### config.mk
export PLATFORM = sky130hd
export DESIGN_NAME = talk_button_gesture_fsm_unit
export DESIGN_NICKNAME = d
export VERILOG_FILES = /design/src/hdl/tbg_pkg.sv /design/src/hdl/tbg_gesture_core.sv /design/src/hdl/talk_button_gesture_fsm_unit.sv
export VERILOG_INCLUDE_DIRS = /design/src /design/src/hdl
export SDC_FILE = /design/constraint.sdc
export NUM_CORES = 1
export LEC_CHECK = 0
export ABC_AREA = 1
export BUFFER_PORTS_ARGS = -buffer_cell sky130_fd_sc_hd__buf_4
export CAP_MARGIN = 20
export CORE_MARGIN = 2
export CORE_UTILIZATION = 40
export DETAILED_ROUTE_END_ITERATION = 16
export GPL_TIMING_DRIVEN = 0
export HOLD_SLACK_MARGIN = 0.12
export REMOVE_ABC_BUFFERS = 1
export SYNTH_ARGS = -nofsm -noshare
export SYNTH_HDL_FRONTEND = slang
export SYNTH_SLANG_ARGS = --single-unit
### constraint.sdc
create_clock -name clk -period 10.19 [get_ports clk]
set_input_delay 1.019 -clock clk [delete_from_list [all_inputs] [get_ports clk]]
set_output_delay 1.019 -clock clk [all_outputs]
set_load 0.03 [all_outputs]
### src/hdl/talk_button_gesture_fsm_unit_defines.svh
// Assertion macros shared by the talk button gesture recognizer modules.
`ifndef TALK_BUTTON_GESTURE_FSM_UNIT_DEFINES_SVH
`define TALK_BUTTON_GESTURE_FSM_UNIT_DEFINES_SVH

// Same-cycle implication, checked on clk and idle while reset is low.
`define TBG_ASSERT_NOW(label, ante, cons, msg) \
  label: assert property (@(posedge clk) disable iff (!rst_n) (ante) |-> (cons)) \
    else $error(msg);

// Next-cycle implication, checked on clk and idle while reset is low.
`define TBG_ASSERT_NEXT(label, ante, cons, msg) \
  label: assert property (@(posedge clk) disable iff (!rst_n) (ante) |=> (cons)) \
    else $error(msg);

`endif

### src/hdl/tbg_pkg.sv
// Shared types and codes for the talk button gesture recognizer.
package tbg_pkg;

  // Effect codes reported in a result beat.
  typedef enum logic [2:0] {
    FX_NONE     = 3'd0,
    FX_START    = 3'd1,
    FX_STOP     = 3'd2,
    FX_LOCKED   = 3'd3,
    FX_UNLOCKED = 3'd4
  } fx_t;

  // Configuration register indexes.
  localparam logic REG_TAP_MAX       = 1'b0;
  localparam logic REG_SECOND_WINDOW = 1'b1;

  // Reset values of the configuration registers.
  localparam logic [31:0] TAP_MAX_RESET       = 32'd300;
  localparam logic [31:0] SECOND_WINDOW_RESET = 32'd400;

  // One registered button sample with its precomputed second-tap deadline.
  typedef struct packed {
    logic        button_down;
    logic [63:0] time_ms;
    logic [63:0] deadline;
  } sample_t;

  // One result beat.
  typedef struct packed {
    logic [1:0] fx_count;
    fx_t        first_effect;
    fx_t        second_effect;
    logic       talk_on;
    logic       hands_free;
  } result_t;

endpackage

### src/hdl/tbg_gesture_core.sv
// Gesture phase machine: edge detection, tap timing and result register.
`include "talk_button_gesture_fsm_unit_defines.svh"

module tbg_gesture_core (
  input  logic              clk,
  input  logic              rst_n,
  input  logic              step_en,
  input  tbg_pkg::sample_t  sample,
  input  logic [31:0]       tap_max_ms,
  output tbg_pkg::result_t  result
);
  import tbg_pkg::*;

  typedef enum logic [2:0] {
    PH_IDLE           = 3'd0,
    PH_FIRST_DOWN     = 3'd1,
    PH_WAIT_SECOND    = 3'd2,
    PH_SECOND_DOWN    = 3'd3,
    PH_LOCKED         = 3'd4,
    PH_LK_FIRST_DOWN  = 3'd5,
    PH_LK_WAIT_SECOND = 3'd6,
    PH_LK_SECOND_DOWN = 3'd7
  } phase_t;

  phase_t      phase_r, phase_mid, phase_nxt;
  logic        last_level_r;
  logic [63:0] press_start_r, press_start_nxt;
  logic [63:0] deadline_r, deadline_nxt;
  result_t     result_r, result_nxt;

  logic        press, release_edge;
  logic        deadline_hit;
  logic [63:0] elapsed;
  logic        short_tap;

  // Edges against the previous level, deadline and tap-length checks.
  assign press        = sample.button_down & ~last_level_r;
  assign release_edge = ~sample.button_down & last_level_r;
  assign deadline_hit = sample.time_ms >= deadline_r;
  assign elapsed      = sample.time_ms - press_start_r;
  assign short_tap    = (sample.time_ms >= press_start_r) && (elapsed[63:32] == 32'd0) &&
                        (elapsed[31:0] <= tap_max_ms);

  // Next phase and effects; an expired wait is resolved before edges are handled.
  always_comb begin
    phase_mid       = phase_r;
    press_start_nxt = press_start_r;
    deadline_nxt    = deadline_r;
    result_nxt.fx_count      = 2'd0;
    result_nxt.first_effect  = FX_NONE;
    result_nxt.second_effect = FX_NONE;

    if (phase_r == PH_WAIT_SECOND && deadline_hit) begin
      phase_mid = PH_IDLE;
      result_nxt.fx_count     = 2'd1;
      result_nxt.first_effect = FX_STOP;
    end else if (phase_r == PH_LK_WAIT_SECOND && deadline_hit) begin
      phase_mid = PH_LOCKED;
    end

    phase_nxt = phase_mid;
    case (phase_mid)
      PH_IDLE: begin
        if (press) begin
          press_start_nxt = sample.time_ms;
          phase_nxt       = PH_FIRST_DOWN;
          // A stop from an expired wait may already hold the first slot.
          if (result_nxt.fx_count == 2'd0) begin
            result_nxt.first_effect = FX_START;
          end else begin
            result_nxt.second_effect = FX_START;
          end
          result_nxt.fx_count = result_nxt.fx_count + 2'd1;
        end
      end
      PH_FIRST_DOWN: begin
        if (release_edge) begin
          if (short_tap) begin
            deadline_nxt = sample.deadline;
            phase_nxt    = PH_WAIT_SECOND;
          end else begin
            phase_nxt               = PH_IDLE;
            result_nxt.fx_count     = 2'd1;
            result_nxt.first_effect = FX_STOP;
          end
        end
      end
      PH_WAIT_SECOND, PH_LK_WAIT_SECOND: begin
        if (press) begin
          press_start_nxt = sample.time_ms;
          phase_nxt = (phase_mid == PH_WAIT_SECOND) ? PH_SECOND_DOWN : PH_LK_SECOND_DOWN;
        end
      end
      PH_SECOND_DOWN: begin
        if (release_edge) begin
          result_nxt.fx_count = 2'd1;
          if (short_tap) begin
            phase_nxt               = PH_LOCKED;
            result_nxt.first_effect = FX_LOCKED;
          end else begin
            phase_nxt               = PH_IDLE;
            result_nxt.first_effect = FX_STOP;
          end
        end
      end
      PH_LOCKED: begin
        if (press) begin
          press_start_nxt = sample.time_ms;
          phase_nxt       = PH_LK_FIRST_DOWN;
        end
      end
      PH_LK_FIRST_DOWN: begin
        if (release_edge) begin
          if (short_tap) begin
            deadline_nxt = sample.deadline;
            phase_nxt    = PH_LK_WAIT_SECOND;
          end else begin
            phase_nxt = PH_LOCKED;
          end
        end
      end
      PH_LK_SECOND_DOWN: begin
        if (release_edge) begin
          if (short_tap) begin
            phase_nxt                = PH_IDLE;
            result_nxt.fx_count      = 2'd2;
            result_nxt.first_effect  = FX_STOP;
            result_nxt.second_effect = FX_UNLOCKED;
          end else begin
            phase_nxt = PH_LOCKED;
          end
        end
      end
      default: begin
        phase_nxt = PH_IDLE;
      end
    endcase

    result_nxt.talk_on    = (phase_nxt != PH_IDLE);
    result_nxt.hands_free = (phase_nxt == PH_LOCKED) || (phase_nxt == PH_LK_FIRST_DOWN) ||
                            (phase_nxt == PH_LK_WAIT_SECOND) ||
                            (phase_nxt == PH_LK_SECOND_DOWN);
  end

  // Phase state, timing state and the result register advance together.
  always_ff @(posedge clk) begin
    if (!rst_n) begin
      phase_r       <= PH_IDLE;
      last_level_r  <= 1'b0;
      press_start_r <= 64'd0;
      deadline_r    <= 64'd0;
    end else if (step_en) begin
      phase_r       <= phase_nxt;
      last_level_r  <= sample.button_down;
      press_start_r <= press_start_nxt;
      deadline_r    <= deadline_nxt;
      result_r      <= result_nxt;
    end
  end

  assign result = result_r;

  // Locked talk is always talk.
  `TBG_ASSERT_NOW(a_locked_is_talking, step_en && result_nxt.hands_free, result_nxt.talk_on, "hands-free result without talk")
  // A second effect only ever comes with a count of two.
  `TBG_ASSERT_NOW(a_second_needs_two, step_en && (result_nxt.second_effect != FX_NONE), result_nxt.fx_count == 2'd2, "second effect without count of two")
  // A step that ends idle is not hands-free and leaves the phase idle.
  `TBG_ASSERT_NEXT(a_idle_consistent, step_en && !result_nxt.talk_on, (phase_r == PH_IDLE) && !result_r.hands_free, "idle result disagrees with phase")

endmodule

### src/hdl/talk_button_gesture_fsm_unit.sv
// Top level of the push-to-talk button gesture recognizer.
// A sample is captured in the input register and its result beat is held in the result register.
// One sample per cycle unless out_stall blocks the result register; each sample is resolved combinationally.
// The input register and the result register decouple the two channels.
// Reset (synchronous, rst_n low) clears the phase, the last level and the timers,
// empties both stages and restores tap_max_ms to 300 and the second-tap window to 400.
`include "talk_button_gesture_fsm_unit_defines.svh"

module talk_button_gesture_fsm_unit (
  input  logic        clk,
  input  logic        rst_n,
  input  logic        in_valid,
  output logic        in_stall,
  input  logic        in_button_down,
  input  logic [63:0] in_time_ms,
  output logic        out_valid,
  input  logic        out_stall,
  output logic [1:0]  out_fx_count,
  output logic [2:0]  out_first_effect,
  output logic [2:0]  out_second_effect,
  output logic        out_talk_on,
  output logic        out_hands_free,
  input  logic        psel,
  input  logic        penable,
  input  logic        pwrite,
  input  logic [2:0]  paddr,
  input  logic [31:0] pwdata,
  output logic [31:0] prdata,
  output logic        pready
);
  import tbg_pkg::*;

  logic [31:0] tap_max_r;
  logic [31:0] window_r;
  logic        cfg_write;

  logic        s1_valid_r;
  sample_t     s1_r;
  logic        out_valid_r;
  logic        advance;
  logic        in_accept;
  result_t     result;

  // Configuration registers; the write lands in the access phase.
  assign pready    = 1'b1;
  assign cfg_write = psel & penable & pwrite;
  assign prdata    = (paddr[2] == REG_SECOND_WINDOW) ? window_r : tap_max_r;

  always_ff @(posedge clk) begin
    if (!rst_n) begin
      tap_max_r <= TAP_MAX_RESET;
      window_r  <= SECOND_WINDOW_RESET;
    end else if (cfg_write) begin
      if (paddr[2] == REG_TAP_MAX) begin
        tap_max_r <= pwdata;
      end else begin
        window_r <= pwdata;
      end
    end
  end

  // Handshake: the sample stage moves on whenever the result register is empty or its beat is being taken.
  assign advance   = s1_valid_r & (~out_valid_r | ~out_stall);
  assign in_stall  = s1_valid_r & ~advance;
  assign in_accept = in_valid & ~in_stall;

  always_ff @(posedge clk) begin
    if (!rst_n) begin
      s1_valid_r  <= 1'b0;
      out_valid_r <= 1'b0;
    end else begin
      if (in_accept) begin
        s1_valid_r <= 1'b1;
      end else if (advance) begin
        s1_valid_r <= 1'b0;
      end
      if (advance) begin
        out_valid_r <= 1'b1;
      end else if (!out_stall) begin
        out_valid_r <= 1'b0;
      end
    end
  end

  // Input register; the second-tap deadline sum is formed here, wrapping at 64 bits.
  always_ff @(posedge clk) begin
    if (in_accept) begin
      s1_r.button_down <= in_button_down;
      s1_r.time_ms     <= in_time_ms;
      s1_r.deadline    <= in_time_ms + {32'd0, window_r};
    end
  end

  tbg_gesture_core u_core (
    .clk        (clk),
    .rst_n      (rst_n),
    .step_en    (advance),
    .sample     (s1_r),
    .tap_max_ms (tap_max_r),
    .result     (result)
  );

  assign out_valid         = out_valid_r;
  assign out_fx_count      = result.fx_count;
  assign out_first_effect  = result.first_effect;
  assign out_second_effect = result.second_effect;
  assign out_talk_on       = result.talk_on;
  assign out_hands_free    = result.hands_free;

  // A held sample is never dropped while the result register is blocked.
  `TBG_ASSERT_NEXT(a_sample_kept, s1_valid_r && !advance, s1_valid_r, "held sample lost")
  // Every step of the machine produces a result beat.
  `TBG_ASSERT_NEXT(a_step_gives_beat, advance, out_valid_r, "step without result beat")
  // The sample stage only steps into a free or draining result register.
  `TBG_ASSERT_NOW(a_no_overwrite, advance && out_valid_r, !out_stall, "result beat overwritten")

endmodule

Word-level counts from Yosys, hierarchy flattened
Index checks and enable logic that the tools add are counted.
Word-level totals
  bits in registers: 337
  output and inout bits: 45
Operators by class
  order comparisons: 3
  bitwise gates (word level): 15
  $add $sub $neg: 3
  multiplexer cells: 32
  reduce and logical (&&, ||, !) cells: 20
  eq/ne operators: 14
Operator list (count)
  64-bit greater-or-equal comparator: 2
  64-bit by 32-bit adder with 64-bit output: 1
  64-bit subtractor: 1
  3-bit 2-to-1 mux: 13
  32-bit <= comparator: 1
  32-bit zero test: 1
  32-bit 2-to-1 mux: 1
  3-bit equality test, second input constant: 9
  8-bit 2-to-1 mux: 3
  3-bit case mux with 7 select lines: 1
  5-bit case mux with 4 select lines: 1
  4-bit 2-to-1 mux: 3
  3-bit by 2-bit equality test with 1-bit output, second input constant: 3
  1-bit bitwise AND: 7
  1-bit inverter: 7
  1-bit 2-to-1 mux: 6
  3-bit case mux with 2 select lines: 1
  2-bit AND reduction: 3
  5-bit 2-to-1 mux: 1
  1-bit logical AND: 4
  2-bit 2-to-1 mux: 2
  4-bit AND reduction: 1
  2-bit OR reduction: 2
  4-bit OR reduction: 1
  other kinds (10): 12

Depth between registers and ports, before layout
  word-level depth: 12
  gate-level depth with buffers: 33

Cells and area by module
Synthesis repeated with hierarchy kept, for this count alone.
Second synthesis, totals
  cell total of the unflattened synthesis: 3809
  area, all modules: 24572.3 sq um
Modules (own cells, without submodules)
  tbg_gesture_core: cells an instance 2401, area an instance 13975.9 sq um, times used 1
  talk_button_gesture_fsm_unit: cells an instance 1408, area an instance 10596.4 sq um, times used 1

Worst setup path after synthesis
OpenSTA, ideal clock, no wires.
  path kind: input port to flip-flop
  start: input port out_stall
  end: register s1_r[0] in the netlist's numbering, enable pin
  setup time: 482 ps
  arrival time: 3912 ps
  setup slack: 5796 ps
  path buffers: 0
  stages on the path: 5
  cell sequence: nand2_1 -> nor2_1 -> inv_1 -> nand2_1 -> inv_1
Between the ends
  longest elaborated chain between the ends: 7
Ends and longest elaborated chain
  start, declared: RTL line talk_button_gesture_fsm_unit.sv:17  | input logic out_stall,
  1-bit inverter: RTL line talk_button_gesture_fsm_unit.sv:63  | assign advance = s1_valid_r & (~out_valid_r | ~out_stall);
  1-bit bitwise OR: RTL line talk_button_gesture_fsm_unit.sv:63
  1-bit bitwise AND: RTL line talk_button_gesture_fsm_unit.sv:63
  1-bit inverter: RTL line talk_button_gesture_fsm_unit.sv:64  | assign in_stall = s1_valid_r & ~advance;
  1-bit bitwise AND: RTL line talk_button_gesture_fsm_unit.sv:64
  net in_stall: RTL line talk_button_gesture_fsm_unit.sv:13  | output logic in_stall,
  1-bit inverter: RTL line talk_button_gesture_fsm_unit.sv:65  | assign in_accept = in_valid & ~in_stall;
  1-bit bitwise AND: RTL line talk_button_gesture_fsm_unit.sv:65
  net in_accept: RTL line talk_button_gesture_fsm_unit.sv:41  | logic in_accept;
  end, declared: RTL line talk_button_gesture_fsm_unit.sv:38  | sample_t s1_r;
The timed path passes the listed nets, and every way through them passes these cells.
A chain may end at the register's enable or synchronous reset.

Worst setup path after layout
  start: register s1_r[64] in the netlist's numbering
  end: register u_core.deadline_r[21]
Between the ends
  longest elaborated chain between the ends: 7
  elaborated cells between the ends (all ways): 15
  those cells by class: add/sub: 1; order compare: 3; eq/ne: 2; mux: 2; reduce/logical: 7
Ends and longest elaborated chain
  parallel branches: the longest is 6 deep, another holds 64-bit subtractor
  4-bit AND reduction (no source line) *
  end signal, assigned: RTL line tbg_gesture_core.sv:156  | deadline_r <= deadline_nxt;
  end, declared: RTL line tbg_gesture_core.sv:28  | logic [63:0] deadline_r, deadline_nxt;
Every way passes the cells marked *.

==> run summary <==
The run finished with clean final reports. The endpoint of the worst hold-timing path is u_core.press_start_r[49]$_SDFFE_PN0P_. Summed over all layers, the routed wires come to approximately 68000 µm. The endpoint type of the worst setup path is a flop. The insertion delay to the later sink of the worst-skew pair is between 0.5 and 0.6 ns. The global-route wire length before repair came out at about 110000 µm. The number of vias per cell after detailed routing came out at ~4.9.

Counting the fill cells in the layout gives 5924. The proportion of layout cells with a drive suffix above 1 came out at under 10%. The final critical path time including I/O delays and setup came out at ~6 ns.

The launch point of the worst reg-to-reg path is s1_r[64]$_DFFE_PP_. The most numerous cell on the critical path is nand2_1. The number of antenna violations at the first check in global routing is 0. In this run the worst path has a maximum fanout of between 40 and 50. Yosys mapped a number of flops with a built-in enable equal to around 140. The synthesized area per cell is 6.96 µm². The final hold violation count is 0. The arrival time reported for the critical path endpoint came out at 6.23 ns. Global routing used a little under a quarter of the available tracks across all layers. The leading cell type in the layout, fill and taps excluded is nand2_1. The worst flop-to-flop path endpoint is u_core.deadline_r[21]$_SDFFE_PN0P_. The count of final max-slew check failures is 0. For this design the top-level I/O count stands at around 150.

The remaining design rule violation count is 0. Summing all placed instances gives a cell area of 24800 µm². The maximum clock rate is between 150 and 200 MHz.

The number of clock sinks came out at roughly 340. For this design the static power due to leakage is 12.0 nW. The root buffer cell chosen for the clock tree is clkbuf_16.

The post-synth design cell area is 22800 µm². The number of buffers inserted for hold repair after clock tree synthesis is 0. The via count of the first global-routing pass came to about 20000. The final estimated routing congestion in global placement is between 0.9 and 1.

After clock tree synthesis, the repair step resized 0 gates. STA classifies the critical path startpoint as a flop. The depth of the most critical reg-to-reg path came out at 30.

Setup repair after global routing left no endpoint under its margin. The cell type of the slowest stage on the worst timing path is nor4_1. The final route contains 20659 vias. Cells fill around 46% of the core in the end. The detailed-placement wirelength estimate came out at about 55000 µm. The slack of the worst reg-to-reg path came out at 4.35 ns. In this run the worst hold path is classified as reg2reg.

The delay of the slowest cell on the worst path is slightly below 0.8 ns. The top cell types in the final layout, fill and taps aside, are 875 x nand2_1, 556 x inv_1, 304 x a21oi_1. At the worst endpoint, the required time is approximately 11 ns. Entering global routing, the biggest net connects 96 pins. In this run the standard cell core region covers 56400 µm². Summed over all layers, the global routing overflow is 0.

The number of distinct library cell variants in the gate-level netlist after synthesis is 50. The area of the die came out at between 50000 and 60000 µm². The H-tree level count is 2. The initial cell density of the core is about two fifths. The total of warnings raised by yosys is 0. The setup TNS after final layout came out at 0 ns. The floorplan step set the die height to 243 µm.

The count of antenna diodes in the layout came out at 0. The number of failing setup endpoints in the final timing report is 0. The ratio of final minimum period to clock period came out at between 50% and 60%. Headroom to the max-slew limit came out at 29.0%. The total placed cells including tap cells is just over 4000.

The cell row count came out at just under 90. The number of clock buffers added by TritonCTS is 40. From left edge to right edge, the die measures roughly 240 µm. The maximum count of clock buffers along a single path came out at 3. The detail route stage leaves a number of antenna-violating nets equal to 0. The post-synthesis sequential element count is between 300 and 400. Counting flops with an async set or reset pin after synthesis yields a share of 0%. The final layout contains approximately 3700 nets. The startpoint-to-endpoint class of the critical path is reg2reg.

The sequential share of the synthesized area came out at between 30% and 40%. The routed wirelength normalized by instance count came out at about 16 µm. Once layout is done, the placed cells without fillers occupy about 26000 µm². The worst vdd rail ir drop is between 90 and 100 µV. TritonCTS built the clock tree. The number of cells produced by synthesis came out at roughly 3300. The count of buffers inserted at the top-level ports came out at about 150. Dividing total power by cell area gives a power density of ~140 nW/µm². Along the worst hold path, the cell count comes to 2. The prevailing post-synth register cell is dfxtp_1.

The worst hold path begins at u_core.press_start_r[49]$_SDFFE_PN0P_. Compared with the post-synthesis result, the final layout area differs by 14.2%. The number of cells in the finished layout apart from fillers came out at roughly 4200. For the final database, setup skew stands at 0.0171 ns.

The overall power of the completed layout is 3.74 mW. The clock slew seen by the registers of the worst setup and hold paths is ~0.06 ns. After the first detailed-routing iteration, the DRC count stood at 1443. For this run, the detailed router's first-pass iteration total came to 6.

The post-CTS setup repair buffer count came out at 0. The count of maximum capacitance violations is 0. The slew at the pin with the worst max-slew slack came out at approximately 1.1 ns.
==> per-layer routing <==
layer	part of all wire, %	routed length (µm)	global-route usage (%)
met2	46	31300	38.8
met5	0	0	0
met1	48	32500	31.2
met3	4.4	3030	2.74
met4	2.2	1490	6.08
==> kinds of logic after synthesis <==
group,count (synthesis),share of synthesized area [%]
AO/OA/AOI/OAI,563,13.0
XOR/XNOR,92,3.53
adder cells (fa/ha/maj),196,10.8
buffers and inverters,671,11.3
flip-flops,335,35.4
other,2,0.0329
AND/OR/NAND/NOR,1424,26.0
==> worst max-delay path by stage <==
stage / cells after the start / slack, ns / to / startpoint
finish: 30 / 4.35 / u_core.deadline_r[21]$_SDFFE_PN0P_ / s1_r[64]$_DFFE_PP_
global route: 27 / 3.91 / u_core.deadline_r[26]$_SDFFE_PN0P_ / s1_r[88]$_DFFE_PP_
CTS: 30 / 4.46 / u_core.deadline_r[38]$_SDFFE_PN0P_ / s1_r[64]$_DFFE_PP_
detailed placement: 30 / 4.54 / u_core.deadline_r[20]$_SDFFE_PN0P_ / s1_r[64]$_DFFE_PP_
global placement: 7 / 1.59 / u_core.deadline_r[20]$_SDFFE_PN0P_ / out_stall
floorplan: 29 / 5.07 / u_core.deadline_r[0]$_SDFFE_PN0P_ / s1_r[64]$_DFFE_PP_
==> area by class of cell <==
class	instances	area [µm²]	area share, %
multi-input cells	2278	12200	46.9
flip-flops and latches	335	8080	31.0
well taps	756	946	3.63
inverters	588	2220	8.52
repair buffers	156	1320	5.06
clock buffers	60	1170	4.48
clock inverters	11	130	0.499
==> worst max-delay path: cells and delay by family (launching register included) <==
family | cells | cell delay [ns]
and+or+nand+nor | 22 | 3.66
buffers and inverters | 3 | 0.49
xor gates and xnor gates | 1 | 0.13
AOI/OAI and AO/OA | 1 | 0.06
adders and majority gates | 3 | 0.94
DFF | 1 | 0.32
==> sequential cells by signal, indices dropped and copies added (netlist names), 3 cells and up <==
name	cells
tap_max_r	32
window_r	32
u_core.press_start_r	64
u_core.result	8
u_core.deadline_r	64
u_core.phase_r	3
s1_r	129
==> synth_stat cells (all sizes together), types with 3 or more instances <==
cell type	count	share of area (%)
dfxtp	198	17
buf	17	0.53
o2111ai	4	0.15
xnor2	22	0.84
a21oi	305	6.7
a21o	6	0.20
o221ai	3	0.12
o21a	11	0.36
o21bai	11	0.38
a31oi	7	0.19
nor2	282	4.8
nand2	884	15
nand4	96	2.6
nor3	37	0.83
nand3b	7	0.23
inv	585	9.6
ha	194	11
nor4	15	0.41
nand3	94	2.2
edfxtp	137	18
or2	3	0.082
o211ai	4	0.13
clkinv	3	0.049
a211oi	3	0.099
xor2	70	2.7
a21boi	3	0.099
o21ai	204	4.5
clkbuf	66	1.1
==> stage by stage <==
step / hold WS, ns / setup WS (ns)
6_report: 0.456 / 4.35
5_1_grt: 0.470 / 3.91
4_1_cts: 0.458 / 4.46
3_5_place_dp: 0.450 / 4.54
3_3_place_gp: 0.445 / 1.59
2_1_floorplan: 0.433 / 5.07
==> report_power, final <==
group	internal (mW)	switching, mW
Combinational	0.274	0.532
Sequential	1.47	0.0344
Clock	0.864	0.564
Total	2.61	1.13
Note: power is estimated with default switching activity, not from simulation.
